$ cat config.mk
export PLATFORM = sky130hd
export DESIGN_NAME = ppc_ctrl
export DESIGN_NICKNAME = d
export VERILOG_FILES = /design/src/hdl/ppc_pkg.sv /design/src/hdl/ppc_ctrl.sv
export SDC_FILE = /design/constraint.sdc
export NUM_CORES = 1
export LEC_CHECK = 0
export BUFFER_PORTS_ARGS = -buffer_cell sky130_fd_sc_hd__clkbuf_2
export CORE_MARGIN = 5
export CORE_UTILIZATION = 30
export DETAILED_ROUTE_END_ITERATION = 8
export PLACE_DENSITY = 0.58
export SLEW_MARGIN = 5
export SYNTH_ARGS = -nofsm -noshare
export SYNTH_HDL_FRONTEND = slang
export SYNTH_SLANG_ARGS = --single-unit
$ cat constraint.sdc
create_clock -name clock -period 1.5 [get_ports clock]
set_input_delay 0.15 -clock clock [delete_from_list [all_inputs] [get_ports clock]]
set_output_delay 0.15 -clock clock [all_outputs]
set_load 0.005 [all_outputs]
$ cat src/hdl/ppc_pkg.sv
package ppc_pkg;

   localparam int POS_W      = 24;
   localparam int ANG_W      = 16;
   localparam int DIFF_W     = 25;
   localparam int ANGX_W     = 18;
   localparam int CW         = 28;
   localparam int MAGP_W     = 46;
   localparam int RHO_W      = 27;
   localparam int PL_W       = 43;
   localparam int PA_W       = 34;
   localparam int LW         = 36;
   localparam int LIM_W      = 15;
   localparam int NW         = 51;
   localparam int DW         = 36;
   localparam int DIV_CW     = $clog2(NW);
   localparam int IN_W       = 64;
   localparam int OUT_W      = 40;

   localparam int POS_TOL      = 1966;
   localparam int HEAD_TOL     = 410;
   localparam int CORDIC_ITERS = 16;
   localparam int CORD_CW      = $clog2(CORDIC_ITERS);

   localparam logic signed [ANGX_W-1:0] ANG_PI      = 18'sd25736;
   localparam logic signed [ANGX_W-1:0] ANG_HALF_PI = 18'sd12868;
   localparam logic signed [ANGX_W-1:0] ANG_TWO_PI  = 18'sd51472;
   localparam logic signed [CW-1:0]     Z_HALF_PI   = 28'sd26353589;
   localparam logic signed [17:0]       INV_GAIN    = 18'sd39797;

   localparam logic [2:0] REG_GOAL_X     = 3'd0;
   localparam logic [2:0] REG_GOAL_Y     = 3'd1;
   localparam logic [2:0] REG_GOAL_HEAD  = 3'd2;
   localparam logic [2:0] REG_GAIN_DIST  = 3'd3;
   localparam logic [2:0] REG_GAIN_BEAR  = 3'd4;
   localparam logic [2:0] REG_GAIN_FINAL = 3'd5;
   localparam logic [2:0] REG_MAX_LIN    = 3'd6;
   localparam logic [2:0] REG_MAX_ANG    = 3'd7;

   localparam logic [1:0] PH_POLAR    = 2'd0;
   localparam logic [1:0] PH_TURN     = 2'd1;
   localparam logic [1:0] PH_STRAIGHT = 2'd2;
   localparam logic [1:0] PH_DONE     = 2'd3;

   typedef struct packed {
      logic load;
      logic cord;
      logic mag;
      logic mul;
      logic sum;
      logic scl1;
      logic div1;
      logic scl2;
      logic div2;
      logic fin;
      logic first;
      logic simp;
      logic out;
   } ctrl_cmd_type;

   typedef struct packed {
      logic started;
      logic polar;
      logic cord_last;
      logic need1;
      logic need2;
      logic div_done;
      logic out_free;
   } dp_status_type;

   function automatic logic signed [CW-1:0] atan_val(input logic [4:0] i);
      logic signed [CW-1:0] r;
      unique case (i)
         5'd0:  r = 28'sd13176795;
         5'd1:  r = 28'sd7778716;
         5'd2:  r = 28'sd4110061;
         5'd3:  r = 28'sd2086331;
         5'd4:  r = 28'sd1047215;
         5'd5:  r = 28'sd524117;
         5'd6:  r = 28'sd262123;
         5'd7:  r = 28'sd131070;
         5'd8:  r = 28'sd65536;
         5'd9:  r = 28'sd32768;
         5'd10: r = 28'sd16384;
         5'd11: r = 28'sd8192;
         5'd12: r = 28'sd4096;
         5'd13: r = 28'sd2048;
         5'd14: r = 28'sd1024;
         5'd15: r = 28'sd512;
         5'd16: r = 28'sd256;
         5'd17: r = 28'sd128;
         5'd18: r = 28'sd64;
         5'd19: r = 28'sd32;
         5'd20: r = 28'sd16;
         5'd21: r = 28'sd8;
         5'd22: r = 28'sd4;
         5'd23: r = 28'sd2;
         default: r = '0;
      endcase
      return r;
   endfunction

   function automatic logic signed [ANGX_W-1:0] wrap_ang(input logic signed [ANGX_W-1:0] a);
      logic signed [ANGX_W-1:0] r;
      if (a > ANG_PI) begin
         r = a - ANG_TWO_PI;
      end else if (a < -ANG_PI) begin
         r = a + ANG_TWO_PI;
      end else begin
         r = a;
      end
      return r;
   endfunction

   function automatic logic signed [POS_W-1:0] neg_sat(input logic signed [POS_W-1:0] v);
      logic signed [POS_W-1:0] r;
      if (v == {1'b1, {(POS_W-1){1'b0}}}) begin
         r = {1'b0, {(POS_W-1){1'b1}}};
      end else begin
         r = -v;
      end
      return r;
   endfunction

endpackage

$ cat src/hdl/ppc_ctrl.sv
module ppc_ctrl import ppc_pkg::*; (
   input  logic          clock,
   input  logic          reset,
   input  logic          req_tvalid,
   output logic          req_tready,
   input  dp_status_type status,
   output ctrl_cmd_type  cmd
);

   localparam logic [3:0] S_IDLE  = 4'd0;
   localparam logic [3:0] S_CORD  = 4'd1;
   localparam logic [3:0] S_MAG   = 4'd2;
   localparam logic [3:0] S_MUL   = 4'd3;
   localparam logic [3:0] S_SUM   = 4'd4;
   localparam logic [3:0] S_SCL1  = 4'd5;
   localparam logic [3:0] S_DIV1  = 4'd6;
   localparam logic [3:0] S_SCL2  = 4'd7;
   localparam logic [3:0] S_DIV2  = 4'd8;
   localparam logic [3:0] S_FIN   = 4'd9;
   localparam logic [3:0] S_FIRST = 4'd10;
   localparam logic [3:0] S_SIMP  = 4'd11;
   localparam logic [3:0] S_OUT   = 4'd12;

   logic [3:0] state_ff, state_in;

   assign req_tready = (state_ff == S_IDLE);

   always_comb begin
      cmd      = '0;
      state_in = state_ff;
      unique case (state_ff)
         S_IDLE: begin
            if (req_tvalid) begin
               cmd.load = 1'b1;
               state_in = (!status.started || status.polar) ? S_CORD : S_SIMP;
            end
         end
         S_CORD: begin
            cmd.cord = 1'b1;
            if (status.cord_last) begin
               state_in = S_MAG;
            end
         end
         S_MAG: begin
            cmd.mag  = 1'b1;
            state_in = status.started ? S_MUL : S_FIRST;
         end
         S_MUL: begin
            cmd.mul  = 1'b1;
            state_in = S_SUM;
         end
         S_SUM: begin
            cmd.sum  = 1'b1;
            state_in = S_SCL1;
         end
         S_SCL1: begin
            cmd.scl1 = 1'b1;
            state_in = status.need1 ? S_DIV1 : S_SCL2;
         end
         S_DIV1: begin
            if (status.div_done) begin
               cmd.div1 = 1'b1;
               state_in = S_SCL2;
            end
         end
         S_SCL2: begin
            cmd.scl2 = 1'b1;
            state_in = status.need2 ? S_DIV2 : S_FIN;
         end
         S_DIV2: begin
            if (status.div_done) begin
               cmd.div2 = 1'b1;
               state_in = S_FIN;
            end
         end
         S_FIN: begin
            cmd.fin  = 1'b1;
            state_in = S_OUT;
         end
         S_FIRST: begin
            cmd.first = 1'b1;
            state_in  = S_OUT;
         end
         S_SIMP: begin
            cmd.simp = 1'b1;
            state_in = S_OUT;
         end
         S_OUT: begin
            if (status.out_free) begin
               cmd.out  = 1'b1;
               state_in = S_IDLE;
            end
         end
         default: state_in = S_IDLE;
      endcase
   end

   always_ff @(posedge clock) begin
      if (reset) begin
         state_ff <= S_IDLE;
      end else begin
         state_ff <= state_in;
      end
   end

endmodule

Yosys cells after proc, flatten, opt, wreduce, memory -nomap -nowiden
Cells that the tools add are included.
- bits in registers: 4
- latch bits: 0
- bits in writable memories: 0
- memory bits (read-only): 0
- output and inout port bits: 14
- word-level logic and storage cells: 49
- memories kept: 0
- $add $sub $neg: 0
- multipliers: 0
- divide/modulo/power cells: 0
- order comparisons: 0
- eq/ne operators: 17
- shift-type cells: 0
- muxes and demuxes: 26
- bitwise logic cells: 0
- reductions and logical operators: 5
- operators by type and width (operator ; count):
    4-bit one-hot mux with 11 select lines ; 1
    4-bit two-way mux ; 7
    4-bit == test, second input constant ; 5
    1-bit two-way mux ; 18
    4-bit by 3-bit == test with 1-bit output, second input constant ; 4
    2-bit inequality test, second input constant ; 5
    4-bit by 2-bit == test with 1-bit output, second input constant ; 2
    5-bit AND reduction ; 1
    4-bit by 1-bit == test with 1-bit output, second input constant ; 1
    4-bit logical NOT ; 1
    3-bit OR reduction ; 1
    1-bit logical NOT ; 1
    1-bit logical OR ; 1

Logic depth before layout (Yosys ltp)
Gate-level depths: netlist (run 1).
- depth in word-level cells: 5
- depth in mapped cells: 5

Worst setup path before layout (run 1)
OpenSTA, ideal clock, no wires.
- path type: register -> register
- start: register state_ff[1]
- end: register state_ff[1]
- setup time: 0.120 ns
- data arrival time: 1.206 ns
- setup slack: 0.174 ns
- cell stages (with the launch flop): 6
- clock period less this slack: 1.326 ns
- cells stage by stage: dfxtp_1 > or2_1 > buf_4 > a2111oi_2 > a211o_2 > o31ai_1
- word-level cells in the longest chain between the ends: 3
- RTL lines (element ; line ; source):
    start, declared ; ppc_ctrl.sv:24 ; logic [3:0] state_ff, state_in;
    start signal, assigned ; ppc_ctrl.sv:102 ; state_ff <= state_in;
    4-bit == test (tied with other cells) ; ppc_ctrl.sv:31 ; unique case (state_ff)
    3-bit OR reduction (no line) / 2-bit inequality test (equally long branches) ; n/a ;
    4-bit one-hot mux with 11 select lines / 5-bit AND reduction (equally long branches) ; n/a ;
Several ways; a longest one is shown, not always the timed one.
A chain may end at the register's enable or synchronous reset.

==> out/results.ini, run 1 <==
[cells_and_area]
areaGrowthSynthToFinish_pct = 44.84
top_regs = state_ff (4)
drive_gt1_share_pct = 46.39
nFillCells = 156
instances_no_fill = 113
diodes = 0
fin_nets = 109
largest_reg_flops = 4
regMostFlops = state_ff

[setup_path]
reg2reg_slack_ps = 140
crit_type = register to output pin
end_kind = output pin
cp-start-kind = register
crit_required_ps = 1350
arrival_ps = 1260
critPathMaxFanout = 7

[logic_synthesis]
syn_area_per_cell_um2 = 6.673
synth_commonest_cells = nor2_1 (14), a21oi_1 (5), nand2b_1 (5)
seq_area_frac_synth_pct = 17.39
synth_top_cell_by_area = dfxtp_1
ys_types = 30
ys_ff_latch = 4
synthesis.nets = 79
synthesis.instances = 69
synth_top_cell_area_share_pct = 17.39
ys_warn_count = 0
synth_edf_count = 0
synth_most_common_cell = nor2_1
synthArstFlopShare_pct = 0
ys.flop_type = dfxtp_1
synth_area_leaders = dfxtp_1 (17%), nor2_1 (11%), nand2b_1 (6.8%), a21oi_1 (5.4%), o21ai_0 (4.3%)
syn_area_um2 = 460.4

[route]
post_drt_wl_per_cell_um = 11.44
num_vias = 562
postRouteAntennaNets = 0
drc = 0
dr.pass1.iters = 4
via_per_inst = 4.973
drt_iter0_markers = 14
drt-total-wl_um = 1293

[floorplanning]
initial_utilization_pct = 30.92
core_area_mm2 = 0.001489
num_io_pins = 24
num_rows = 14
die_area_mm2 = 0.002418
die_y_um = 49.18
die_w_um = 49.18

[sta]
max_slew_margin_pct = 81.81
fin_skew_ps = 1.094
worstMarginPinSlew_ps = 272.4
min_period_ps = 1412
hold_viol_final = 0
fmax_ghz = 0.7083
fin_setup_tns_ps = 0
drv_slew = 0
rsz0062_at_grt = no
setup_violations = 0
fin_crit_sh_pct = 94.13
hold_ws_ps = 156.7

[placed_design]
gp_congestion = 0.7720
port_buffers = 23
hpwl_um = 1050
place_inst = 110

[global_route]
antenna_found_initial = 0
grt_pass1_wl_um = 2090
grt_pass1_vias = 490
grt_remaining_overflow = 0
grt_max_degree = 15
grtUsageTotal_pct = 10.59

[hold_path]
hp-class = primary input to register

[clocking]
clock_path_buffers = 2
clkSinkCount = 4
insertion_delay_ps = 230
cts_tree = built
cts_buffers = 3
cts.htree.levels = 1
ctsRootBufferMaster = clkbuf_4
clk_pin_slew_ps = 40
holdBufCountCts = 0

[power]
irDropWorstVdd_mv = 0.7236
p_per_area_mw_per_mm2 = 1775
power.leakage_nw = 0.3082

[run]
max-cap-violations = 0

[run_status]
status = complete, no violations

## final timing paths
path,depth (start not counted),from,to
setup reg to reg,5,state_ff[1]$_SDFFE_PP0P_,state_ff[3]$_SDFFE_PP0P_
setup / recovery,4,state_ff[1]$_SDFFE_PP0P_,cmd[4]
hold reg to reg,2,state_ff[3]$_SDFFE_PP0P_,state_ff[3]$_SDFFE_PP0P_
hold / removal,2,reset,state_ff[3]$_SDFFE_PP0P_
## stage by stage
step	total power, mW	utilization (%)	setup slack, ps	area [um2]
floorplan	0.7314	-	173.6	460.4
global placement	1.006	42.02	48.54	625.6
detailed placement	0.9988	42.02	55.85	625.6
CTS	1.155	43.70	3.423	650.6
global route	1.294	44.79	19.13	666.9
finish	1.184	44.79	88.10	666.9
## final cells by class
type,instances,area (um2),share of cell area (%)
multi-input cells,56,354.1,53.10
repair buffers,31,175.2,26.27
flip-flops and latches,4,83.83,12.57
clock buffers,3,22.52,3.377
well taps,16,20.02,3.002
inverters,3,11.26,1.689
## cell families after synthesis
family          Yosys count  synth area share, %
simple gates             34                36.69
compound gates           20                32.33
buf+inv                   9                8.967
flops                     4                17.39
mux                       2                4.619
## where the power goes
group	leakage [nW]	total, mW	switching, mW	internal, mW
sequential	0.0339	0.251	0.0954	0.156
clock	0.0138	0.130	0.0404	0.0893
combinational	0.260	0.803	0.382	0.421
total	0.308	1.18	0.517	0.666
## layout by cell type, fill, tap and decap left out, types with 2 or more instances in the layout
| cell type | instances |
|---|---|
| nand2b_1 | 5 |
| nand2_1 | 4 |
| clkbuf_4 | 3 |
| or2_4 | 2 |
| clkbuf_2 | 23 |
| a21oi_1 | 5 |
| inv_1 | 3 |
| nor3_1 | 2 |
| dfxtp_2 | 3 |
| nor2_1 | 14 |
| buf_4 | 8 |
| o21ai_0 | 4 |
| a211oi_1 | 2 |
## worst max-delay path: stages (launching register included)
cell and delay (ps):
dfxtp_2 340, or2_4 270, buf_4 150, nor3_2 140
clkbuf_2 130
## metal layers
layer | vias to the layer above | share of wire [%] | routed length [um] | track usage (%)
met2 | 11 | 48 | 620 | 14.59
met1 | 247 | 46 | 601 | 15.17
met3 | 0 | 5.5 | 71 | 2.141
met4 | 0 | 0 | 0 | 5.381
li1 | 304 | - | - | -
met5 | - | 0 | 0 | 0
## repair_timing
| action | CTS | global route |
|---|---|---|
| endpoints found under the setup margin | 1 | 15 |
| buffers inserted | 0 | 0 |
| resized for setup | 1 | 6 |
Note: power is estimated with default switching activity, not from simulation.
==> run 2: changes to the inputs <==
--- a/config.mk
+++ b/config.mk
@@ -5,6 +5,7 @@
 export SDC_FILE = /design/constraint.sdc
 export NUM_CORES = 1
 export LEC_CHECK = 0
+export ABC_AREA = 1
 export BUFFER_PORTS_ARGS = -buffer_cell sky130_fd_sc_hd__clkbuf_2
 export CORE_MARGIN = 5
 export CORE_UTILIZATION = 30
==> constraint.sdc (replaced) <==
create_clock -name clock -period 1.4 [get_ports clock]
set_input_delay 0.14 -clock clock [delete_from_list [all_inputs] [get_ports clock]]
set_output_delay 0.14 -clock clock [all_outputs]
set_load 0.005 [all_outputs]
==> run 2 against run 1 <==
Cell area decreased by 6.9%. Count of clock-buffer cells in the layout unchanged. Critical path depth unchanged. Setup slack got worse by 59 ps. Sequential share of layout area increased by 1.1 points. First-iteration DRC count decreased by 29%. Sequential cell count unchanged. Clock skew about the same. Hold slack got worse by 48 ps. Die area decreased by 2.2%. Largest cell class unchanged. Largest power group unchanged.
==> out/results.ini, run 2 <==
[cells_and_area]
regMostFlops = state_ff
largest_reg_flops = 4
top_regs = state_ff (4)
post-route-util_pct = 42.69
layout_commonest_cell = nand2_1
final_area_um2 = 620.6
drive_gt1_share_pct = 34.78
fin_nets = 127
areaGrowthSynthToFinish_pct = 38.55
final_cell_mix = nand2_1 (25), clkbuf_2 (23), nor2_1 (19)
diodes = 0
instances_no_fill = 131

[route]
drt-total-wl_um = 1237
drt_iter0_markers = 10
num_vias = 595
dr.pass1.iters = 4
drc = 0
postRouteAntennaNets = 0
via_per_inst = 4.542
post_drt_wl_per_cell_um = 9.443

[setup_path]
end_kind = output pin
arrival_ps = 1230
critPathMaxFanout = 8
crit_family = simple AND/OR/NAND/NOR gates
cp-start-kind = register
cp_slowest_cell = dfxtp_2
crit_required_ps = 1260
crit_type = register to output pin
crit_chain = nor2_2 -> nand2_1 -> nor2_1 -> clkbuf_2
cp_num_buf_inv = 1
max_stage_delay_ps = 340

[floorplanning]
die_w_um = 48.64
die_area_mm2 = 0.002366
num_io_pins = 24
die_y_um = 48.64
initial_utilization_pct = 30.81
num_rows = 14
core_area_mm2 = 0.001454

[power]
power_mw = 1.065
irDropWorstVdd_mv = 0.6207
power.leakage_nw = 0.3940
p_per_area_mw_per_mm2 = 1716

[logic_synthesis]
ys_warn_count = 0
synthArstFlopShare_pct = 0
syn_area_um2 = 447.9
syn_area_per_cell_um2 = 5.033
seq_area_frac_synth_pct = 17.88
ys_types = 15
synthesis.nets = 99
synth_top_cell_area_share_pct = 20.95
ys_ff_latch = 4
synth_edf_count = 0
synth_top_cell_by_area = nand2_1
synth_area_leaders = nand2_1 (21%), dfxtp_1 (18%), nor2_1 (18%), inv_1 (14%), nand3_1 (6.7%)
synth_commonest_cells = nand2_1 (25), nor2_1 (21), inv_1 (17)
synthesis.instances = 89
synth_most_common_cell = nand2_1
ys.flop_type = dfxtp_1

[sta]
setup_violations = 0
rsz0062_at_grt = yes
worstMarginPinSlew_ps = 323.8
setup_slack_ps = 28.76
fin_crit_sh_pct = 97.95
fmax_ghz = 0.7293
fin_skew_ps = 0.7249
max_slew_margin_pct = 78.39
hold_viol_final = 0
min_period_ps = 1371
drv_slew = 0

[clocking]
insertion_delay_ps = 230
cts.htree.levels = 1
cts_setup_buffers = 0
clock_path_buffers = 2
clkSinkCount = 4
clk_pin_slew_ps = 40
ctsRootBufferMaster = clkbuf_4
cts_tree = built
holdBufCountCts = 0
cts-resized-gates = 1
cts_buffers = 3

[placed_design]
port_buffers = 23
place_inst = 128
placed_area_um2 = 583.1
hpwl_um = 1046
gp_congestion = 0.8131
dpl_worst_slack_ps = 41.04

[run_status]
status = complete, no violations

[global_route]
grt_pass1_vias = 542
grt_remaining_overflow = 0
antenna_found_initial = 0
grt_pass1_wl_um = 2132
grtUsageTotal_pct = 10.79
grt_max_degree = 9

[hold_path]
hp-class = primary input to register

[run]
max-cap-violations = 0

==> run 2: cell count changes in the layout (fill, tap and decap cells not counted), moves of 3 or more <==
cell / previous run / this run
o21ai_0: 4 / 1
nor2_2: 0 / 4
nand2_1: 4 / 25
inv_1: 3 / 17
nand2b_1: 5 / 0
nor2_1: 14 / 19
buf_4: 8 / 0
nand3_1: 0 / 6
==> run 2: routing by layer <==
metal,up-vias,part of all wire (%),track usage [%]
li1,323,-,-
met1,249,48,14.36
met2,23,43,15.22
met3,0,8.9,5.521
met4,0,0,2.691
met5,-,0,0
==> run 2: logic make-up after synthesis <==
| logic type | count (synthesis) | share of synthesized area [%] |
|---|---|---|
| compound gates | 7 | 9.497 |
| simple gates | 60 | 57.55 |
| buf+inv | 18 | 15.08 |
| flops | 4 | 17.88 |
==> run 2: worst reg2reg max path, stage by stage, from the launching register on <==
cell and delay [ps]:
dfxtp_2 340, nor2_2 300, nand2_1 150, nand2_2 110, nand2_1 60, nand3_2 80, nand2_1 60, nand2_1 60
nor2_1 30
==> run 2: where the power goes <==
part           switching [mW]  internal [mW]
registers              0.0750          0.166
clock network          0.0454         0.0958
logic                   0.428          0.255
total                   0.548          0.517
==> run 2: final timing paths <==
check | start | endpoint | slack (ps) | depth (start not counted)
setup / recovery | state_ff[1]$_SDFFE_PP0P_ | cmd[4] | 30 | 4
hold / removal | reset | state_ff[2]$_SDFFE_PP0P_ | 110 | 2
setup reg to reg | state_ff[1]$_SDFFE_PP0P_ | state_ff[3]$_SDFFE_PP0P_ | 100 | 8
hold reg to reg | state_ff[2]$_SDFFE_PP0P_ | state_ff[2]$_SDFFE_PP0P_ | 520 | 2
==> run 2: cell type report <==
class / count / area (um2)
inverters: 18 / 67.56
well taps: 16 / 20.02
clock buffers: 3 / 22.52
repair buffers: 23 / 115.1
flip-flops and latches: 4 / 85.08
fillers: 170 / 833.3
multi-input cells: 67 / 310.3
==> run 2: stage by stage <==
stage / hold WS [ps] / setup TNS [ps]
floorplan: 202.4 / 0
global placement: 356.0 / 0
detailed placement: 356.3 / 0
CTS: 100.0 / 0
global route: 102.2 / -120.6
finish: 108.9 / 0
