**config.mk**
```make
export PLATFORM = sky130hd
export DESIGN_NAME = ppc_div
export DESIGN_NICKNAME = d
export VERILOG_FILES = /design/src/hdl/ppc_pkg.sv /design/src/hdl/ppc_div.sv
export SDC_FILE = /design/constraint.sdc
export NUM_CORES = 1
export LEC_CHECK = 0
export BUFFER_PORTS_ARGS = -buffer_cell sky130_fd_sc_hd__buf_2
export CAP_MARGIN = 20
export CORE_UTILIZATION = 55
export DETAILED_ROUTE_END_ITERATION = 12
export GPL_TIMING_DRIVEN = 0
export PLACE_DENSITY = 0.79
export SETUP_SLACK_MARGIN = 0.5
export SLEW_MARGIN = 15
export SYNTH_ARGS = -nofsm -noshare
export SYNTH_HDL_FRONTEND = slang
export SYNTH_SLANG_ARGS = --single-unit
```
**constraint.sdc**
```tcl
create_clock -name clock -period 3.6 [get_ports clock]
set_input_delay 0.36 -clock clock [delete_from_list [all_inputs] [get_ports clock]]
set_output_delay 0.36 -clock clock [all_outputs]
set_load 0.01 [all_outputs]
```
**src/hdl/ppc_pkg.sv**
```systemverilog
package ppc_pkg;

   localparam int POS_W      = 24;
   localparam int ANG_W      = 16;
   localparam int DIFF_W     = 25;
   localparam int ANGX_W     = 18;
   localparam int CW         = 28;
   localparam int MAGP_W     = 46;
   localparam int RHO_W      = 27;
   localparam int PL_W       = 43;
   localparam int PA_W       = 34;
   localparam int LW         = 36;
   localparam int LIM_W      = 15;
   localparam int NW         = 51;
   localparam int DW         = 36;
   localparam int DIV_CW     = $clog2(NW);
   localparam int IN_W       = 64;
   localparam int OUT_W      = 40;

   localparam int POS_TOL      = 1966;
   localparam int HEAD_TOL     = 410;
   localparam int CORDIC_ITERS = 16;
   localparam int CORD_CW      = $clog2(CORDIC_ITERS);

   localparam logic signed [ANGX_W-1:0] ANG_PI      = 18'sd25736;
   localparam logic signed [ANGX_W-1:0] ANG_HALF_PI = 18'sd12868;
   localparam logic signed [ANGX_W-1:0] ANG_TWO_PI  = 18'sd51472;
   localparam logic signed [CW-1:0]     Z_HALF_PI   = 28'sd26353589;
   localparam logic signed [17:0]       INV_GAIN    = 18'sd39797;

   localparam logic [2:0] REG_GOAL_X     = 3'd0;
   localparam logic [2:0] REG_GOAL_Y     = 3'd1;
   localparam logic [2:0] REG_GOAL_HEAD  = 3'd2;
   localparam logic [2:0] REG_GAIN_DIST  = 3'd3;
   localparam logic [2:0] REG_GAIN_BEAR  = 3'd4;
   localparam logic [2:0] REG_GAIN_FINAL = 3'd5;
   localparam logic [2:0] REG_MAX_LIN    = 3'd6;
   localparam logic [2:0] REG_MAX_ANG    = 3'd7;

   localparam logic [1:0] PH_POLAR    = 2'd0;
   localparam logic [1:0] PH_TURN     = 2'd1;
   localparam logic [1:0] PH_STRAIGHT = 2'd2;
   localparam logic [1:0] PH_DONE     = 2'd3;

   typedef struct packed {
      logic load;
      logic cord;
      logic mag;
      logic mul;
      logic sum;
      logic scl1;
      logic div1;
      logic scl2;
      logic div2;
      logic fin;
      logic first;
      logic simp;
      logic out;
   } ctrl_cmd_type;

   typedef struct packed {
      logic started;
      logic polar;
      logic cord_last;
      logic need1;
      logic need2;
      logic div_done;
      logic out_free;
   } dp_status_type;

   function automatic logic signed [CW-1:0] atan_val(input logic [4:0] i);
      logic signed [CW-1:0] r;
      unique case (i)
         5'd0:  r = 28'sd13176795;
         5'd1:  r = 28'sd7778716;
         5'd2:  r = 28'sd4110061;
         5'd3:  r = 28'sd2086331;
         5'd4:  r = 28'sd1047215;
         5'd5:  r = 28'sd524117;
         5'd6:  r = 28'sd262123;
         5'd7:  r = 28'sd131070;
         5'd8:  r = 28'sd65536;
         5'd9:  r = 28'sd32768;
         5'd10: r = 28'sd16384;
         5'd11: r = 28'sd8192;
         5'd12: r = 28'sd4096;
         5'd13: r = 28'sd2048;
         5'd14: r = 28'sd1024;
         5'd15: r = 28'sd512;
         5'd16: r = 28'sd256;
         5'd17: r = 28'sd128;
         5'd18: r = 28'sd64;
         5'd19: r = 28'sd32;
         5'd20: r = 28'sd16;
         5'd21: r = 28'sd8;
         5'd22: r = 28'sd4;
         5'd23: r = 28'sd2;
         default: r = '0;
      endcase
      return r;
   endfunction

   function automatic logic signed [ANGX_W-1:0] wrap_ang(input logic signed [ANGX_W-1:0] a);
      logic signed [ANGX_W-1:0] r;
      if (a > ANG_PI) begin
         r = a - ANG_TWO_PI;
      end else if (a < -ANG_PI) begin
         r = a + ANG_TWO_PI;
      end else begin
         r = a;
      end
      return r;
   endfunction

   function automatic logic signed [POS_W-1:0] neg_sat(input logic signed [POS_W-1:0] v);
      logic signed [POS_W-1:0] r;
      if (v == {1'b1, {(POS_W-1){1'b0}}}) begin
         r = {1'b0, {(POS_W-1){1'b1}}};
      end else begin
         r = -v;
      end
      return r;
   endfunction

endpackage

```
**src/hdl/ppc_div.sv**
```systemverilog
module ppc_div import ppc_pkg::*; (
   input  logic          clock,
   input  logic          reset,
   input  logic          start,
   input  logic [NW-1:0] num,
   input  logic [DW-1:0] den,
   output logic [NW-1:0] quo,
   output logic          done
);

   logic [NW-1:0]     q_ff;
   logic [DW:0]       r_ff;
   logic [DW-1:0]     den_ff;
   logic [DIV_CW-1:0] cnt_ff;
   logic              busy_ff;
   logic              done_ff;
   logic [DW:0]       shifted;
   logic [DW+1:0]     trial;

   assign shifted = {r_ff[DW-1:0], q_ff[NW-1]};
   assign trial   = {1'b0, shifted} - {2'b00, den_ff};
   assign quo     = q_ff;
   assign done    = done_ff;

   always_ff @(posedge clock) begin
      if (reset) begin
         busy_ff <= 1'b0;
         done_ff <= 1'b0;
         cnt_ff  <= '0;
      end else if (start) begin
         busy_ff <= 1'b1;
         done_ff <= 1'b0;
         cnt_ff  <= '0;
      end else if (busy_ff) begin
         cnt_ff <= cnt_ff + 1'b1;
         if (cnt_ff == DIV_CW'(NW - 1)) begin
            busy_ff <= 1'b0;
            done_ff <= 1'b1;
         end
      end
   end

   always_ff @(posedge clock) begin
      if (start) begin
         q_ff   <= num;
         r_ff   <= '0;
         den_ff <= den;
      end else if (busy_ff) begin
         if (!trial[DW+1]) begin
            r_ff <= trial[DW:0];
            q_ff <= {q_ff[NW-2:0], 1'b1};
         end else begin
            r_ff <= shifted;
            q_ff <= {q_ff[NW-2:0], 1'b0};
         end
      end
   end

endmodule

```
# == Word-level counts from Yosys, hierarchy flattened ==
# Index checks and enable logic that the tools add are counted.
# op_classes
n_addsub,2
eq_ne,1
mux,7
n_reduce_logical,3
# op_table
cell,count
$mux 51,2
$sub 37x36->38,1
$mux 36,1
$add 6x1->6 const B,1
$eq 6x6->1 const B,1
$mux 1,4
$reduce_and 2->1,1
$reduce_bool 2->1,1
$reduce_or 2->1,1
# word_totals
ff_bits,131
word_cells,19

# == Longest topological paths before layout ==
# Gate-level depths: netlist (run 1).
# depth
depth_word,4
ltp_mapped,14

# == Worst setup path before layout (run 1) ==
# OpenSTA, ideal clock, no wires.
# synth_timing
path_type,reg2reg
start,register den_ff[25]
end,register q_ff[0] (netlist: quo[0]) (data pin)
setup_ns,0.271
arrival_time_ns,2.375
path_slack_ns,0.954
stages_incl_launch_ff,12
path_cell_list,edfxtp_1 > inv_1 > ha_1 > and3_1 > a221o_1 > a21o_1 > a31oi_2 > o21ai_2 > a41oi_2 > buf_2 > buf_4 > mux2i_1
# synth_between
elab_chain_len,4
# synth_rtl
item,line,source
"start, declared",ppc_div.sv:13,logic [DW-1:0] den_ff;
"start signal, assigned",ppc_div.sv:47,den_ff <= den;
$sub 37x36->38,ppc_div.sv:21,"assign trial = {1'b0, shifted} - {2'b00, den_ff};"
$mux 1,ppc_div.sv:49,if (!trial[DW+1]) begin
$mux 51,ppc_div.sv:48,end else if (busy_ff) begin
$mux 51,ppc_div.sv:44,if (start) begin
"end signal, assigned",ppc_div.sv:45,q_ff <= num;
"end signal, assigned",ppc_div.sv:51,"q_ff <= {q_ff[NW-2:0], 1'b1};"
"end signal, assigned",ppc_div.sv:54,"q_ff <= {q_ff[NW-2:0], 1'b0};"
"end, declared",ppc_div.sv:11,logic [NW-1:0] q_ff;
# Every way passes these cells. The select of a mux whose other input is x is not followed.
# A chain may end at the register's enable or synchronous reset.

# == Worst setup path after layout (run 1) ==
# layout_timing
start,register den_ff[25]
end,register r_ff[16]
# layout_between
elab_chain_len,2
# layout_rtl
item,line,source
$sub 37x36->38,ppc_div.sv:21,
$mux 36,ppc_div.sv:49,
"end signal, assigned",ppc_div.sv:50,r_ff <= trial[DW:0];
"end signal, assigned",ppc_div.sv:53,r_ff <= shifted;
"end, declared",ppc_div.sv:12,logic [DW:0] r_ff;
# Every way passes these cells.

==> results.py, run 1 <==
metrics = {
    "route": {
        "antenna_left": 0,
        "route.detailed.drc": 0,
        "via_per_inst": 5.73,
        "wl_per_cell_um": 17.5,
        "dr_total_vias": 5887,
        "drt-initial-drc-count": 339,
        "routed_wl_um": 18000,
        "first_pass_iters": 6,
    },
    "cells_and_area": {
        "nFillCells": 992,
        "fin_area_um2": 8800,
        "nets": 972,
        "antennaDiodeCount": 0,
        "drive_above_1_share_pct": 28.0,
        "syn_to_final_growth_pct": 21.6,
    },
    "run_status": {
        "status": "finished clean",
    },
    "synth": {
        "synth_top_flop_cell": "edfxtp_1",
        "async_reset_ff_share_pct": 0,
        "syn_area_per_cell_um2": 10.6,
        "yosysTopAreaCell": "edfxtp_1",
        "synth_edf_count": 87,
        "synth_area_um2": 7240,
        "yosys.area.top_type_share_pct": 36.1,
        "synth_area_leaders": "edfxtp_1 36%, dfxtp_1 12%, mux2_2 7.8%",
        "synth.ff_latch_count": 131,
        "synthCells": 680,
        "seq_area_frac_synth_pct": 48.3,
        "ys_types": 61,
        "synth_fp_nets": 809,
        "ys_warn_count": 0,
    },
    "clock_network": {
        "cts_buffers": 17,
        "h-tree-depth": 4,
        "clkLatencyLatePin_ns": 0.42,
        "clkSinkCount": 131,
        "ctsHoldBuffers": 0,
        "path_clk_slew_ns": 0.06,
        "cts_buffer_depth": 2,
        "cts_tree": "done",
        "cts-root-buf": "clkbuf_16",
    },
    "worst_hold_path": {
        "hold_class": "in -> reg",
        "hold_start": "den[24]",
        "whs_path_depth": 1,
    },
    "timing": {
        "hold_ws_ns": 0.106,
        "setup_tns_ns": 0,
        "clock_skew_ns": 0.0118,
        "worstMarginPinSlew_ns": 0.888,
        "fin_crit_sh_pct": 84.0,
        "period_needed_ns": 3.02,
        "clock.fmax_mhz": 331,
        "maxSlewHeadroom_pct": 40.8,
        "setup_viol": 0,
        "rsz0062_at_grt": "true",
        "finalMaxSlewViolations": 0,
        "finalHoldViolCount": 0,
    },
    "global_route": {
        "grt_pass1_wl_um": 28600,
        "grt_pass1_vias": 5928,
        "grt_max_degree": 38,
        "overflow": 0,
        "grt.total_usage_pct": 28.0,
        "met2_usage_pct": 49.5,
        "busiest_layer": "met2",
        "met1_usage_pct": 32.2,
        "groute.layer.met3.usage_pct": 7.47,
        "antenna_found_initial": 0,
    },
    "placement": {
        "hpwl_um": 13100,
        "placed_cell_area_um2": 8180,
        "io_buffers": 141,
        "place_congestion": 0.914,
    },
    "flow_run": {
        "drv_cap": 0,
    },
    "critical_path": {
        "crit_fanout": 10,
        "r2r_start": "den_ff[25]",
        "end_kind": "flop",
        "required_ns": 3.85,
        "cp.arrival_ns": 3.28,
        "endpoint": "r_ff[16]",
        "worstSetupStartpointType": "flop",
        "regToRegEndpoint": "r_ff[16]",
        "r2r_setup_slack_ns": 0.58,
        "path_class": "reg -> reg",
        "cp-startpoint": "den_ff[25]",
        "reg2reg_depth": 11,
    },
    "floorplanning": {
        "core-area_um2": 12700,
        "io_pins": 142,
        "rows": 41,
        "die_area_um2": 13600,
        "die_width_um": 117,
        "start_util_pct": 56.9,
        "fp.dieH_um": 117,
    },
    "power_and_ir_drop": {
        "p_per_area_nw_per_um2": 504,
        "peakVddDrop_v": 0.000349,
        "p_leak_nw": 3.94,
    },
}
## state kept, by name, indices dropped and copies added (netlist names)
signal	count
quo	51
r_ff	36
busy_ff	1
done	1
cnt_ff	6
den_ff	36
## final cells by class
type	instances	area, µm²	share of cell area (%)
multi-input cells	469	3430	39.0
flip-flops and latches	131	3490	39.7
clock inverters	11	130	1.48
plain buffers	31	146	1.66
clock buffers	21	460	5.23
well taps	172	215	2.44
inverters	49	184	2.09
repair buffers	144	741	8.41
## cell usage after synthesis, types with 2 or more instances
library cell  number
buf_4              2
nand2_1           53
a31oi_1            8
nand3_1           14
a32oi_1            2
o311ai_1           2
buf_2              4
or3_1              4
ha_1              38
a21o_1            17
dfxtp_1           44
xnor2_1           20
a221o_1            3
nor2b_1            3
buf_6              2
nor3_1             7
o211ai_1           7
xor2_1            14
o21ai_0           16
nand2b_1           7
a211o_1            4
o31ai_1            4
a21oi_1           36
o21ai_1           10
edfxtp_1          87
mux2i_1           25
mux2_2            50
a311oi_1           3
a211oi_1          23
and3_1             3
inv_1             48
o21a_1             5
clkbuf_1          22
nor4_1             3
nand4_1           10
nor2_1            55
## stage by stage
step	utilization (%)	instances	total power, mW	worst slack [ns]
4_1_cts	68.9	1026	4.44	0.524
6_report	69.2	1028	4.44	0.575
3_5_place_dp	64.3	994	2.72	0.354
2_1_floorplan	-	680	2.44	0.954
3_3_place_gp	64.1	993	2.69	0.133
5_1_grt	69.2	1028	4.61	0.488
## power by group
part / internal, mW / total (mW) / switching, mW
sequential: 1.75 / 1.83 / 0.0751
combinational: 0.382 / 0.889 / 0.507
clock: 1.06 / 1.72 / 0.660
## per-layer routing
layer	wire [µm]	part of all wire, %	up-vias
met2	8980	50	213
li1	-	-	2820
met5	0	0	-
met3	1160	6.4	38
met4	381	2.1	0
met1	7510	42	2816
## how the worst min path moves through the flow
| stage | endpoint | slack, ns |
|---|---|---|
| 2_1_floorplan | busy_ff | 0.43 |
| 3_5_place_dp | r_ff[1] | 0.47 |
| 4_1_cts | den_ff[27] | 0.1 |
| 3_3_place_gp | r_ff[12] | 0.46 |
| 5_1_grt | den_ff[25] | 0.1 |
| 6_report | den_ff[24] | 0.11 |
## logic make-up (layout without fill, tap and decap cells)
| kind of cell | count (synthesis) | after routing | synth area share [%] |
|---|---|---|---|
| DFF | 131 | 131 | 48.3 |
| xor gates and xnor gates | 34 | 34 | 4.11 |
| and+or+nand+nor | 168 | 168 | 10.6 |
| buffers and inverters | 80 | 256 | 4.53 |
| muxes | 76 | 76 | 11.4 |
| adders and majority gates | 39 | 39 | 6.84 |
| AOI/OAI and AO/OA | 152 | 152 | 14.2 |
## cells in the final DEF (no fill, tap or decap), types with 3 or more instances in the layout
cell	instances
buf_2	144
edfxtp_1	87
nor2_1	55
nand2_1	53
mux2_2	50
inv_1	47
dfxtp_1	44
ha_1	38
a21oi_1	35
mux2i_1	25
clkbuf_1	24
a211oi_1	23
xnor2_1	20
a21o_1	17
clkbuf_16	17
o21ai_0	15
nand3_1	14
xor2_1	14
o21ai_1	11
nand4_1	10
a31oi_1	8
nand2b_1	7
o211ai_1	7
nor3_1	7
o21a_1	5
buf_4	5
clkinv_4	5
a211o_1	4
o31ai_1	4
or3_1	4
and3_1	3
a221o_1	3
nor2b_1	3
nor4_1	3
a311oi_1	3
## timing repair
item                       in CTS  in global routing
resized for setup               0                  5
setup buffers                   0                  2
setup endpoints to repair       0                 12
hold endpoints to repair        0                  0
## worst max-delay path: stages, from the launching register on
cell and delay (ns):
edfxtp_1 0.35, inv_1 0.07, ha_1 0.29, and3_1 0.26, a221o_1 0.34, a21o_1 0.19
a31oi_2 0.23, o21ai_2 0.14, a41oi_4 0.30, buf_6 0.23, mux2i_1 0.30, a211oi_1 0.15
Note: power is estimated with default switching activity, not from simulation.
==> inputs of run 2 (changes only) <==
--- a/config.mk
+++ b/config.mk
@@ -7,10 +7,10 @@
 export LEC_CHECK = 0
 export BUFFER_PORTS_ARGS = -buffer_cell sky130_fd_sc_hd__buf_2
 export CAP_MARGIN = 20
-export CORE_UTILIZATION = 55
+export CORE_UTILIZATION = 50
 export DETAILED_ROUTE_END_ITERATION = 12
 export GPL_TIMING_DRIVEN = 0
-export PLACE_DENSITY = 0.79
+export PLACE_DENSITY = 0.75
 export SETUP_SLACK_MARGIN = 0.5
 export SLEW_MARGIN = 15
 export SYNTH_ARGS = -nofsm -noshare
==> constraint.sdc (replaced) <==
create_clock -name clock -period 2.6 [get_ports clock]
set_input_delay 0.26 -clock clock [delete_from_list [all_inputs] [get_ports clock]]
set_output_delay 0.26 -clock clock [all_outputs]
set_load 0.01 [all_outputs]
==> results.py, run 2 (synthesis gave the netlist of run 1 again) <==
metrics = {
    "floorplanning": {
        "start_util_pct": 51.8,
        "die_area_um2": 15000,
        "fp.dieH_um": 122,
        "die_width_um": 122,
        "core-area_um2": 14000,
        "rows": 43,
        "io_pins": 142,
    },
    "route": {
        "dr_total_vias": 6268,
        "route.detailed.drc": 0,
        "drt-initial-drc-count": 499,
        "via_per_inst": 5.70,
        "first_pass_iters": 5,
        "antenna_left": 0,
        "wl_per_cell_um": 18.5,
        "routed_wl_um": 20300,
    },
    "power_and_ir_drop": {
        "peakVddDrop_v": 0.000463,
        "p_per_area_nw_per_um2": 660,
        "p_leak_nw": 4.29,
    },
    "run_status": {
        "violations": "setup timing",
        "status": "complete, but fails checks",
    },
    "clock_network": {
        "cts_tree": "done",
        "clkSinkCount": 131,
        "cts_buffer_depth": 2,
        "cts-root-buf": "clkbuf_16",
        "path_clk_slew_ns": 0.06,
        "h-tree-depth": 4,
        "cts_buffers": 17,
        "clkLatencyLatePin_ns": 0.43,
    },
    "worst_hold_path": {
        "hold_start": "den[20]",
        "hold_class": "in -> reg",
        "min_to": "den_ff[20]",
        "whs_path_depth": 1,
    },
    "global_route": {
        "grt_pass1_wl_um": 31500,
        "grt_pass1_vias": 6302,
        "grt_max_degree": 38,
        "antenna_found_initial": 0,
        "grt.total_usage_pct": 27.4,
        "overflow": 0,
    },
    "timing": {
        "maxSlewHeadroom_pct": 43.1,
        "finalMaxSlewViolations": 0,
        "rsz0062_at_grt": "true",
        "worstMarginPinSlew_ns": 0.851,
        "clock_skew_ns": 0.00839,
        "fin_ws_ns": -0.202,
        "setup_viol": 37,
        "fin_crit_sh_pct": 108,
        "clock.fmax_mhz": 357,
        "setup_tns_ns": -5.39,
        "finalHoldViolCount": 0,
        "hold_ws_ns": 0.0114,
        "period_needed_ns": 2.80,
    },
    "critical_path": {
        "r2r_start": "den_ff[22]",
        "worstSetupStartpointType": "flop",
        "cp.arrival_ns": 3.08,
        "crit_fanout": 4,
        "reg2reg_depth": 14,
        "required_ns": 2.88,
        "r2r_setup_slack_ns": -0.20,
        "end_kind": "flop",
        "path_class": "reg -> reg",
        "regToRegEndpoint": "r_ff[25]",
    },
    "cells_and_area": {
        "mostFrequentLayoutCells": "142 x buf_2, 87 x edfxtp_1, 51 x nor2_1, 51 x nand2_1, 50 x mux2_2",
        "final_common_cell": "buf_2",
        "drive_above_1_share_pct": 38.8,
        "regArea_um2": 3500,
        "antennaDiodeCount": 0,
        "multiInputGateArea_um2": 3880,
        "nets": 1036,
        "nFillCells": 982,
        "syn_to_final_growth_pct": 37.2,
        "largest_register_ffs": 51,
    },
    "placement": {
        "place_congestion": 0.955,
        "hpwl_um": 13400,
        "io_buffers": 141,
    },
    "flow_run": {
        "drv_cap": 0,
    },
}
[run 2: stage by stage]
step	utilization (%)	cell area, µm²	setup WS [ns]	power (mW)	instances
5_1_grt	71.0	9930	-0.355	6.81	1099
3_5_place_dp	59.2	8280	-0.541	3.81	1001
6_report	71.0	9930	-0.202	6.56	1099
4_1_cts	69.0	9660	-0.196	6.44	1082
3_3_place_gp	59.2	8280	-0.407	3.77	1001
2_1_floorplan	-	7340	0.0845	3.42	680
[run 2: worst max-delay path, cell delays in order (launching register included)]
cell      delay (ns)
edfxtp_1        0.38
inv_2           0.09
ha_4            0.20
buf_8           0.11
a21o_1          0.15
a221o_1         0.29
a21o_1          0.19
a31oi_4         0.22
o21ai_4         0.09
a41oi_4         0.26
buf_6           0.14
buf_8           0.10
buf_8           0.12
mux2i_1         0.22
a211oi_2        0.09
[run 2: final cells by class]
type                            instances  area share, %
Multi-Input combinational cell        469           39.0
Sequential cell                       131           35.2
Timing Repair Buffer                  205           13.4
Clock buffer                           18           4.32
Tap cell                              180           2.27
Buffer                                 31           2.15
Inverter                               49           1.89
Clock inverter                         13           1.50
Timing Repair inverter                  3          0.227
[run 2: worst max-delay path by stage]
| stage | from | end | slack [ns] | depth (start not counted) |
|---|---|---|---|---|
| 6_report | den_ff[22] | r_ff[25] | -0.20 | 14 |
| 5_1_grt | den_ff[12] | r_ff[31] | -0.35 | 12 |
| 4_1_cts | den_ff[0] | r_ff[34] | -0.20 | 12 |
| 3_5_place_dp | start | r_ff[0] | -0.54 | 5 |
| 3_3_place_gp | start | r_ff[0] | -0.41 | 5 |
| 2_1_floorplan | den_ff[22] | r_ff[1] | 0.08 | 12 |
[run 2: power breakdown]
| part | internal, mW | total (mW) | switching, mW | leakage [nW] |
|---|---|---|---|---|
| Sequential | 2.43 | 2.54 | 0.114 | 1.23 |
| Combinational | 0.771 | 1.61 | 0.842 | 2.79 |
| Clock | 1.42 | 2.40 | 0.978 | 0.275 |
[run 2: what timing repair did]
item                                   CTS  global route
pin swaps                               30            30
setup endpoints to repair               94            93
gates resized for setup                 79            37
setup buffers                           22            16
gates cloned                             6             1
hold buffers                            22             0
endpoints found under the hold margin   22             0
[run 2: metal layers]
layer / vias to the layer above / track usage, % / share of wire (%)
li1: 2963 / - / -
met4: 0 / 9.98 / 2.1
met3: 39 / 6.18 / 6.1
met2: 217 / 47.8 / 51
met1: 3049 / 32.9 / 41
met5: - / 0 / 0
